--- src/hw/rtl/slmb_pkg.sv ---
// ----------------------------------------------------------------------------
// slmb_pkg
// Shared types, constants and elaboration-time helpers for the spectrum
// log-magnitude binning block.
// ----------------------------------------------------------------------------
package slmb_pkg;

   // Width of one stored magnitude.
   localparam int unsigned MAG_W = 24;
   // Fractional bits of the fixed-point log2.
   localparam int unsigned LOG_FRAC = 24;
   // round(2000 * log10(2) * 2^20).
   localparam logic signed [31:0] DB_SCALE = 32'sd631305657;
   // Level given out for a window whose mean is zero.
   localparam logic signed [14:0] ZERO_LEVEL = -15'sd15000;
   localparam logic signed [19:0] LVL_MIN = -20'sd16384;
   localparam logic signed [19:0] LVL_MAX = 20'sd16383;
   // Frame size limits and reset value.
   localparam logic [3:0] FRAME_LOG2_MIN = 4'd3;
   localparam logic [3:0] FRAME_LOG2_RESET = 4'd10;
   // Configuration port.
   localparam int unsigned CSR_ADDR_W = 3;
   localparam logic CSR_IDX_FRAME_LOG2 = 1'b0;

   // Opcodes of an input beat.
   localparam logic OP_LOAD = 1'b0;
   localparam logic OP_READ = 1'b1;

   typedef struct packed {
      logic               opcode;
      logic signed [23:0] bin_real;
      logic signed [23:0] bin_imag;
   } req_type;

   typedef struct packed {
      logic signed [14:0] level_centi_db;
      logic [9:0]         point_index;
      logic               last_point;
   } rsp_type;

   // Classified command that the front end queues for the engine.
   typedef struct packed {
      logic              is_load;
      logic [MAG_W-1:0]  abs_re;
      logic [MAG_W-1:0]  abs_im;
   } cmd_type;

   typedef enum logic [3:0] {
      BK_IDLE,
      BK_SQ_RE,
      BK_SQ_IM,
      BK_ROOT,
      BK_SUM,
      BK_NORM,
      BK_LOG,
      BK_SCALE,
      BK_LEVEL,
      BK_EMIT
   } back_state_type;

   // Truncated log2 with LOG_FRAC fractional bits; used for constants only.
   function automatic longint log2_fixed_const(input longint unsigned x);
      int              e;
      longint unsigned m;
      longint unsigned frac;
      e = 63;
      frac = 0;
      while (e > 0 && ((x >> e) & 64'd1) == 64'd0) e--;
      if (e > 31) m = x >> (e - 31);
      else m = x << (31 - e);
      for (int b = LOG_FRAC - 1; b >= 0; b--) begin
         m = (m * m) >> 31;
         if (m >= (64'd1 << 32)) begin
            frac = frac | (64'd1 << b);
            m = m >> 1;
         end
      end
      return longint'(e) * (64'sd1 << LOG_FRAC) + longint'(frac);
   endfunction

endpackage

--- src/hw/rtl/slmb_front.sv ---
// ----------------------------------------------------------------------------
// slmb_front
// Accepts input beats, classifies them into load or read commands with the
// absolute values of the bin parts, and holds them in a two-entry queue.
// ----------------------------------------------------------------------------
module slmb_front (
   input  logic             clock,
   input  logic             reset,
   input  logic             req_valid,
   output logic             req_stall,
   input  slmb_pkg::req_type req_data,
   output logic             cmd_valid,
   input  logic             cmd_pop,
   output slmb_pkg::cmd_type cmd_data
);
   import slmb_pkg::*;

   cmd_type    ent_ff [2];
   logic       wr_ptr_ff, wr_ptr_in;
   logic       rd_ptr_ff, rd_ptr_in;
   logic [1:0] cnt_ff, cnt_in;
   logic       push;
   cmd_type    cmd_new;

   // Classify the beat and take absolute values.
   always_comb begin
      cmd_new.is_load = (req_data.opcode == OP_LOAD);
      cmd_new.abs_re = req_data.bin_real[23] ? (~req_data.bin_real + 24'd1)
                                             : req_data.bin_real;
      cmd_new.abs_im = req_data.bin_imag[23] ? (~req_data.bin_imag + 24'd1)
                                             : req_data.bin_imag;
   end

   assign req_stall = (cnt_ff == 2'd2);
   assign push = req_valid && !req_stall;
   assign cmd_valid = (cnt_ff != 2'd0);
   assign cmd_data = ent_ff[rd_ptr_ff];

   // Queue pointers and fill count.
   always_comb begin
      wr_ptr_in = push ? ~wr_ptr_ff : wr_ptr_ff;
      rd_ptr_in = cmd_pop ? ~rd_ptr_ff : rd_ptr_ff;
      cnt_in = cnt_ff + {1'b0, push} - {1'b0, cmd_pop};
   end

   always_ff @(posedge clock) begin
      if (reset) begin
         wr_ptr_ff <= 1'b0;
         rd_ptr_ff <= 1'b0;
         cnt_ff <= 2'd0;
      end else begin
         wr_ptr_ff <= wr_ptr_in;
         rd_ptr_ff <= rd_ptr_in;
         cnt_ff <= cnt_in;
      end
   end

   // Queue storage.
   always_ff @(posedge clock) begin
      if (push) begin
         ent_ff[wr_ptr_ff] <= cmd_new;
      end
   end

   property p_no_pop_empty;
      @(posedge clock) disable iff (reset) cmd_pop |-> cnt_ff != 2'd0;
   endproperty
   a_no_pop_empty: assert property (p_no_pop_empty)
      else $error("pop from empty queue");

   property p_cnt_bound;
      @(posedge clock) disable iff (reset) cnt_ff != 2'd3;
   endproperty
   a_cnt_bound: assert property (p_cnt_bound)
      else $error("queue count out of range");

   property p_cnt_track;
      @(posedge clock) disable iff (reset)
         (push && !cmd_pop) |=> cnt_ff == $past(cnt_ff) + 2'd1;
   endproperty
   a_cnt_track: assert property (p_cnt_track)
      else $error("queue count lost a push");

endmodule

--- config.mk ---
export PLATFORM = sky130hd
export DESIGN_NAME = slmb_front
export DESIGN_NICKNAME = d
export VERILOG_FILES = /design/src/hw/rtl/slmb_pkg.sv /design/src/hw/rtl/slmb_front.sv
export SDC_FILE = /design/constraint.sdc
export NUM_CORES = 1
export LEC_CHECK = 0
export BUFFER_PORTS_ARGS = -buffer_cell sky130_fd_sc_hd__buf_2
export CAP_MARGIN = 15
export CORE_MARGIN = 2
export CORE_UTILIZATION = 58
export DETAILED_ROUTE_END_ITERATION = 8
export HOLD_SLACK_MARGIN = 0.12
export PLACE_DENSITY = 0.85
export REMOVE_ABC_BUFFERS = 1
export SLEW_MARGIN = 20
export SYNTH_ARGS = -nofsm -noshare
export SYNTH_HDL_FRONTEND = slang
export SYNTH_SLANG_ARGS = --single-unit
--- constraint.sdc ---
create_clock -name clock -period 8.4 [get_ports clock]
set_input_delay 2.52 -clock clock [delete_from_list [all_inputs] [get_ports clock]]
set_output_delay 2.52 -clock clock [all_outputs]
set_load 0.02 [all_outputs]
# ---- Word level (Yosys, flattened, before mapping)
# Memories as Yosys holds them, arrays and structs flattened. A register that Yosys moved wholly into a read port is not among the register bits.
# Index checks and enable logic that the tools add are counted.
dict set report word_totals {
  output_inout_bits 51
  reg_bits 4
  memories 1
  input_bits 53
  ram_bits 98
}
# memory words word_bits read_ports rd_clocked_by_memory_dff write_ports line
set memory_table {}
lappend memory_table {ent_ff 2 49 1 1 1 slmb_front.sv:18} ;# cmd_type ent_ff [2];
dict set report op_classes {
  bitwise 5
  reduce_logical 3
  n_addsub 4
  n_mux 6
  n_eq_ne 1
}
# operator n
set op_table {}
lappend op_table {{$add A24 B1 Y24 const B} 2}
lappend op_table {{$mux W24} 2}
lappend op_table {{$not A24 Y24} 2}
lappend op_table {{$mux W1} 4}
lappend op_table {{$not A1 Y1} 3}
lappend op_table {{$add A2 B1 Y2} 1}
lappend op_table {{$eq A2 B2 Y1 const B} 1}
lappend op_table {{$reduce_bool A2 Y1} 1}
lappend op_table {{$sub A2 B1 Y2} 1}
lappend op_table {{$logic_and A1 B1 Y1} 1}
lappend op_table {{$logic_not A1 Y1} 1}

# ---- Logic depth before layout (Yosys ltp)
# Gate-level depths: netlist (run 1).
dict set report depth {
  ltp_word 5
  mapped_depth 8
}

# ---- Worst setup path after synthesis (run 1)
# No wires, ideal clock.
dict set report synth_timing {
  path_type {input port to flip-flop}
  start {input req_valid}
  end {memory ent_ff[0][0] in the netlist's numbering, enable pin}
  arrival_time_ns 4.668
  path_slack_ns 3.277
  required_ns 7.944
  path_buffers 0
  setup_ns 0.456
  path_stages 2
  cell_sequence {nand2_1 -> nor2_1}
}
dict set report synth_between {
  elab_chain_cells 3
}
# element line
set synth_lines {}
lappend synth_lines {{start: declaration} slmb_front.sv:9} ;# input logic req_valid,
lappend synth_lines {{$logic_and A1 B1 Y1} slmb_front.sv:35} ;# assign push = req_valid && !req_stall;
lappend synth_lines {{$mux W1} slmb_front.sv:60} ;# if (push) begin
lappend synth_lines {{$mux W1 (implied by the code)} slmb_front.sv:61} ;# ent_ff[wr_ptr_ff] <= cmd_new;
lappend synth_lines {{end: declaration} slmb_front.sv:18}
# Every way passes these cells.

==> impl_results.rst, run 1 <==
.. list-table::
   :header-rows: 1

   * - Metric
     - Value
   * - Startpoint type of the worst setup path
     - input pin
   * - Number of distinct standard cells referenced by the synthesized netlist
     - 36
   * - Die Footprint
     - 8875 sq um
   * - Final hold slack
     - 0.5280 ns
   * - Endpoint arrival time on the critical path
     - 4.45 ns
   * - Hold Path Cell Cnt
     - 2
   * - Count of placed standard cells in the final layout, fillers left out
     - 526
   * - # hold bufs at CTS
     - 0
   * - Post-Syn Instances
     - 312
   * - Share of the yosys chip area belonging to registers
     - 0.6448
   * - Count of buffers inserted at the top-level ports
     - 103
   * - Total DRC errors in the routed layout
     - 0
   * - Remaining global-route overflow
     - 0
   * - Worst voltage drop across the vdd grid
     - 0.0001892 V
   * - Clock latency on the worst-skew pair
     - 0.36 ns
   * - Layout cell share with drive strength beyond 1
     - 0.4292
   * - Number of vias per cell
     - 5.538
   * - Class of the most critical hold timing path
     - flop to flop
   * - Cell type with the largest total area after synthesis
     - sky130_fd_sc_hd__edfxtp_1
   * - Final TNS setup
     - 0 ns
   * - # H-tree levels
     - 3
   * - Total iterations of the first detailed-routing run
     - 4
   * - Core area
     - 7807 sq um
   * - Top delay family on crit path
     - simple AND/OR/NAND/NOR gates
   * - Setup CP Type
     - input pin to flop
   * - Root Driver
     - sky130_fd_sc_hd__clkbuf_8
   * - Global-route wire length before repair
     - 13140 um
   * - Post-route ant nets
     - 0
   * - Critical-path cell with the highest stage delay
     - sky130_fd_sc_hd__nor3b_1
   * - Transition time at the pin with the least slew margin
     - 0.7366 ns
   * - Net total in the final layout
     - 476
   * - Number of violations of the max-capacitance limit
     - 0
   * - Number of buffers added for setup after CTS
     - 0
   * - Clock Path Buffers
     - 2
   * - Placed insts
     - 510
   * - Worst path buffer plus inverter count
     - 2
   * - Fraction of post-synthesis cell area in the top cell type by area
     - 0.6235
   * - Largest net degree at the start of global routing
     - 50
   * - Violation count after the first detailed-routing iteration
     - 138
   * - Minimum period implied by the final worst setup slack
     - 4.333 ns
   * - Static Leakage
     - 2.010 nW
   * - PostCTS Resize Cnt
     - 0
   * - WP data required
     - 8.52 ns
   * - TritonCTS clock tree
     - built
   * - Vias in the first global route
     - 2867
   * - Unrepaired setup endpoints after global routing
     - no
   * - YS warnings
     - 0
   * - Vias
     - 2913
   * - Overall routed net length
     - 8585 um
   * - Antenna fix cells
     - 0
   * - Number of failing setup endpoints in the final timing report
     - 0
   * - Cts bufs inserted
     - 9
   * - Starting density of the core
     - 0.6045
   * - Headroom to the max-slew limit
     - 0.5077
   * - Worst-path clk slew
     - 0.10 ns
   * - Number of antenna violations at the first check in global routing
     - 0
   * - Cell depth of the worst setup path
     - 7
   * - Result of the run
     - complete, no violations
   * - Avg Synthesized Cell Area
     - 15.13 sq um
   * - Synth-to-layout area growth
     - 17.13%
   * - Pins Over Slew Limit
     - 0
   * - Final worst path period share
     - 0.5158
   * - Total Power
     - 1.293 mW
   * - Die width
     - 94.21 um
   * - Worst reg2reg path depth
     - 4
   * - Power density over the cells
     - 233.8 nW/um^2
   * - Fmax achieved
     - 230.8 MHz
   * - Routability cong.
     - 0.7631
   * - Std-Cell Rows
     - 32
   * - Placed wire-length estimate
     - 5955 um
   * - Final hold violation count
     - 0
   * - Clk sinks
     - 103
   * - Global routing usage summed across all routing layers
     - 0.1980
   * - Ports placed on the boundary
     - 104
   * - Cells taking the most area after synthesis
     - sky130_fd_sc_hd__edfxtp_1, sky130_fd_sc_hd__mux2_2, sky130_fd_sc_hd__xnor2_1
   * - Cell area after synthesis
     - 4720 sq um
   * - CP cell instances
     - buf_2 > inv_1 > ha_1 > nor3b_1 > nand4_1 > o41ai_2 > xnor2_1
   * - Largest fanout of any net on the critical path
     - 6
   * - Crit path capture type
     - flop
   * - Post-synthesis register bit count
     - 103
   * - Clock tree skew after final layout
     - 0.01429 ns
   * - Crit-path max cell delay
     - 0.61 ns
   * - Post-detailed-route wirelength per cell
     - 16.32 um
   * - Vert. Die Dim
     - 94.21 um
==> logic make-up (layout without fill, tap and decap cells) <==
| kind of cell | after synthesis | after routing | synth area share |
|---|---|---|---|
| flops | 103 | 103 | 0.6448 |
| mux | 49 | 49 | 0.1169 |
| simple gates | 57 | 57 | 0.06867 |
| compound gates | 35 | 35 | 0.05779 |
| buf+inv | 18 | 130 | 0.01591 |
| xor+xnor | 46 | 46 | 0.08536 |
| fa+ha+maj | 4 | 4 | 0.01060 |
==> power by group <==
group | total (mW) | internal (mW) | switching [mW]
clock network | 0.280 | 0.110 | 0.170
registers | 0.689 | 0.668 | 0.0206
logic | 0.324 | 0.122 | 0.202
total | 1.29 | 0.901 | 0.392
==> final timing paths <==
kind | slack [ns] | endpoint | from
setup reg to reg | 6.32 | ent_ff[0][4] | cnt_ff[0]
hold / removal | 0.53 | rd_ptr_ff | rd_ptr_ff
setup / recovery | 4.07 | ent_ff[0][20] | req_data[0]
hold reg to reg | 0.53 | rd_ptr_ff | rd_ptr_ff
==> flip-flops by register name, summed over array words and instances, names as in the netlist, named ones only <==
register and cells:
wr_ptr_ff 1, ent_ff 98, rd_ptr_ff 1, cnt_ff 2
==> placed cells by master, fill, tap and decap left out, types with 3 or more instances in the layout <==
cell type                  Yosys  final
sky130_fd_sc_hd__inv_1         8      8
sky130_fd_sc_hd__o21ai_0      12     12
sky130_fd_sc_hd__nor3_1        3      3
sky130_fd_sc_hd__nor4_1        6      6
sky130_fd_sc_hd__o31ai_1      13     13
sky130_fd_sc_hd__o41ai_1       5      5
sky130_fd_sc_hd__or4_1         3      3
sky130_fd_sc_hd__buf_2         0    103
sky130_fd_sc_hd__ha_1          4      4
sky130_fd_sc_hd__inv_6         0      3
sky130_fd_sc_hd__nand2b_1      4      4
sky130_fd_sc_hd__mux2_2       49     49
sky130_fd_sc_hd__nand2_1      14     14
sky130_fd_sc_hd__xor2_1        5      5
sky130_fd_sc_hd__nor2_1       10      9
sky130_fd_sc_hd__clkbuf_8      0      9
sky130_fd_sc_hd__buf_4         0      3
sky130_fd_sc_hd__dfxtp_1       5      4
sky130_fd_sc_hd__xnor2_1      41     41
sky130_fd_sc_hd__edfxtp_1     98     98
==> layout make-up <==
type | count | area, sq um
sequential | 103 | 3044
fill | 569 | 2280
multi-input combinational | 191 | 1610
timing repair buffer | 106 | 538.0
tap | 102 | 127.6
clock buffer | 9 | 123.9
clock inverter | 7 | 53.80
inverter | 8 | 30.03
==> metrics by stage <==
step                area [sq um]  setup slack (ns)    util
floorplan                   4674             3.277       -
global placement            5350             3.899  0.6853
detailed placement          5350             3.691  0.6853
CTS                         5528             4.052  0.7080
global route                5528             3.926  0.7080
finish                      5528             4.067  0.7080
==> cells in the mapped netlist, drive strengths merged <==
cell    count
nand3       2
o31ai      13
clkbuf      4
o21ai      12
or4         5
xnor2      41
a31oi       1
nand2      14
edfxtp     98
a21oi       1
o41ai       8
ha          4
nand4       2
nor3b       1
or3         3
or2         1
dfxtp       5
xor2        5
buf         6
nor3        3
and3        1
mux2       49
nand4b      1
nand3b      1
nor4        7
nor2       10
inv         8
nor2b       1
nand2b      5
==> metal layers <==
| layer | up-vias | global-route usage | share of wire |
|---|---|---|---|
| met5 | - | 0 | 0 |
| met1 | 1431 | 0.2451 | 0.42 |
| met4 | 0 | 0.06884 | 0.011 |
| li1 | 1405 | - | - |
| met2 | 71 | 0.3440 | 0.52 |
| met3 | 6 | 0.04254 | 0.048 |
==> worst register-to-register path, cell delays in order (launching register included) <==
cell                       delay [ns]
sky130_fd_sc_hd__dfxtp_1         0.37
sky130_fd_sc_hd__nand2b_1        0.16
sky130_fd_sc_hd__nand2_1         0.15
sky130_fd_sc_hd__nor2_4          0.60
sky130_fd_sc_hd__buf_4           0.47
(Power assumes the default switching activity.)
==> run 2, diff against run 1 <==
CORE_UTILIZATION = 54   (was 58)
PLACE_DENSITY = 0.79   (was 0.85)
clock period = 4 ns   (was 8.4 ns; I/O delays follow)
==> impl_results.rst, run 2 (synthesis results as in run 1) <==
.. list-table::
   :header-rows: 1

   * - Metric
     - Value
   * - Global routing usage summed across all routing layers
     - 0.1902 (-0.007753)
   * - WP data required
     - 2.80 ns (-5.72 ns)
   * - Clock latency on the worst-skew pair
     - 0.35 ns (about the same)
   * - Cts bufs inserted
     - 9 (unchanged)
   * - Die Footprint
     - 9503 sq um (+7.1%)
   * - Most common cell after layout, fill and taps aside
     - sky130_fd_sc_hd__buf_2
   * - Endpoint of the most critical setup path
     - cmd_data[17]
   * - Number of failing setup endpoints in the final timing report
     - 0 (unchanged)
   * - Max FFs per register
     - 98 (unchanged)
   * - Routability cong.
     - 0.7721 (+1.2%)
   * - Clock Path Buffers
     - 2 (unchanged)
   * - Class of the most critical hold timing path
     - flop to flop
   * - Antenna fix cells
     - 0 (unchanged)
   * - Number of violations of the max-capacitance limit
     - 0 (unchanged)
   * - Number of buffers added for setup after CTS
     - 0 (unchanged)
   * - Number of antenna violations at the first check in global routing
     - 0 (unchanged)
   * - Setup CP Type
     - flop to primary output
   * - Reg2Reg Launch Point
     - cnt_ff[0]
   * - Endpoint arrival time on the critical path
     - 1.80 ns (-2.65 ns)
   * - PostCTS Resize Cnt
     - 0 (unchanged)
   * - Final hold slack
     - 0.5603 ns (+0.03229 ns)
   * - Final worst path period share
     - 0.7511
   * - CP cell instances
     - buf_4 > mux2_2 > buf_2
   * - Count of buffers inserted at the top-level ports
     - 103 (unchanged)
   * - Std-Cell Rows
     - 34 (+6.3%)
   * - Headroom to the max-slew limit
     - 0.4821 (-0.02563)
   * - Remaining global-route overflow
     - 0 (unchanged)
   * - Worst voltage drop across the vdd grid
     - 0.0003339 V (+76%)
   * - Clock tree skew after final layout
     - 0.01155 ns (-0.002743 ns)
   * - Core area
     - 8593 sq um (+10%)
   * - Transition time at the pin with the least slew margin
     - 0.7750 ns (+0.03835 ns)
   * - Crit path capture type
     - primary output
   * - Net total in the final layout
     - 478 (+0.42%)
   * - Post-route ant nets
     - 0 (unchanged)
   * - # H-tree levels
     - 3 (unchanged)
   * - Largest register by flop count
     - ent_ff
   * - Static Leakage
     - 2.021 nW (+0.58%)
   * - Post-detailed-route wirelength per cell
     - 16.71 um (+2.4%)
   * - Placed wire-length estimate
     - 6199 um (+4.1%)
   * - Vias
     - 2898 (-0.51%)
   * - Final hold violation count
     - 0 (unchanged)
   * - Overall routed net length
     - 8925 um (+4.0%)
   * - Register-to-Register Setup Slack
     - 2.13 ns (-4.19 ns)
   * - Global-route wire length before repair
     - 14340 um (+9.1%)
   * - Final TNS setup
     - 0 ns (unchanged)
   * - Final Core Density
     - 0.6459 (-0.06212)
   * - Largest net degree at the start of global routing
     - 50 (unchanged)
   * - Reg2reg end
     - ent_ff[0][15]
   * - Fmax achieved
     - 332.9 MHz
   * - Largest fanout of any net on the critical path
     - 49 (+43)
   * - Result of the run
     - complete, no violations
   * - Clk sinks
     - 103 (unchanged)
   * - Violation count after the first detailed-routing iteration
     - 102 (-26%)
   * - Pins Over Slew Limit
     - 0 (unchanged)
   * - TritonCTS clock tree
     - built
   * - Startpoint type of the worst setup path
     - flop
   * - Root Driver
     - sky130_fd_sc_hd__clkbuf_8
   * - Commonest cells after routing, fill and taps aside
     - sky130_fd_sc_hd__buf_2, sky130_fd_sc_hd__edfxtp_1, sky130_fd_sc_hd__mux2_2
   * - # hold bufs at CTS
     - 0 (unchanged)
   * - Ports placed on the boundary
     - 104 (unchanged)
   * - Crit-path max cell delay
     - 0.54 ns (-0.07 ns)
   * - Worst-path clk slew
     - 0.10 ns (about the same)
   * - Die width
     - 97.49 um (+3.5%)
   * - Synth-to-layout area growth
     - 17.60%
   * - Total DRC errors in the routed layout
     - 0 (unchanged)
   * - Total iterations of the first detailed-routing run
     - 4 (unchanged)
   * - Critical-path cell with the highest stage delay
     - sky130_fd_sc_hd__buf_4
   * - Power density over the cells
     - 487.3 nW/um^2 (+110%)
   * - Vert. Die Dim
     - 97.49 um (+3.5%)
   * - Unrepaired setup endpoints after global routing
     - no
   * - Layout cell share with drive strength beyond 1
     - 0.4272 (-0.002015)
   * - Worst reg2reg path depth
     - 4 (unchanged)
   * - Leading registers by flop count
     - ent_ff: 98 flops, cnt_ff: 2 flops
   * - Vias in the first global route
     - 3007 (+4.9%)
   * - Number of vias per cell
     - 5.427 (-2.0%)
   * - Starting density of the core
     - 0.5492 (-0.05527)
   * - Minimum period implied by the final worst setup slack
     - 3.004 ns
run 2: power by group:
group | switching, mW | total (mW) | internal (mW)
registers | 0.0409 | 1.44 | 1.40
logic | 0.429 | 0.695 | 0.267
clock network | 0.339 | 0.566 | 0.228
run 2: worst min-delay path by stage:
stage,start,end,slack [ns],depth (start not counted)
final,rd_ptr_ff,rd_ptr_ff,0.56,2
after global routing,rd_ptr_ff,rd_ptr_ff,0.58,2
after CTS,rd_ptr_ff,rd_ptr_ff,0.56,2
after detailed placement,rd_ptr_ff,rd_ptr_ff,0.53,2
after global placement,rd_ptr_ff,rd_ptr_ff,0.51,2
after floorplan,rd_ptr_ff,flop,0.48,2
run 2: area by class of cell:
type / count / area (sq um)
clock buffer: 11 / 131.4
clock inverter: 5 / 33.78
fill: 683 / 3043
inverter: 8 / 30.03
multi-input combinational: 191 / 1610
sequential: 103 / 3044
tap: 108 / 135.1
timing repair buffer: 108 / 565.5
run 2: per-layer routing:
metal	vias up	GRT usage	routed length (um)
met2	74	0.3294	4512
met4	0	0.06624	131
li1	1405	-	-
met3	10	0.02950	389
met5	-	0	0
met1	1409	0.2446	3892
run 2: stage by stage:
stage	power, mW	setup WS [ns]	cells	area, sq um
floorplan	1.919	0.1966	302	4674
global placement	2.153	1.060	518	5385
detailed placement	2.176	0.8782	518	5385
CTS	2.736	0.9618	534	5550
global route	2.840	0.8825	534	5550
finish	2.705	0.9957	534	5550
run 2: worst max-delay path, delay by kind of cell (launching register included):
kind	cells	cell delay [ns]
buf+inv	2	0.70
flops	1	0.32
mux	1	0.42
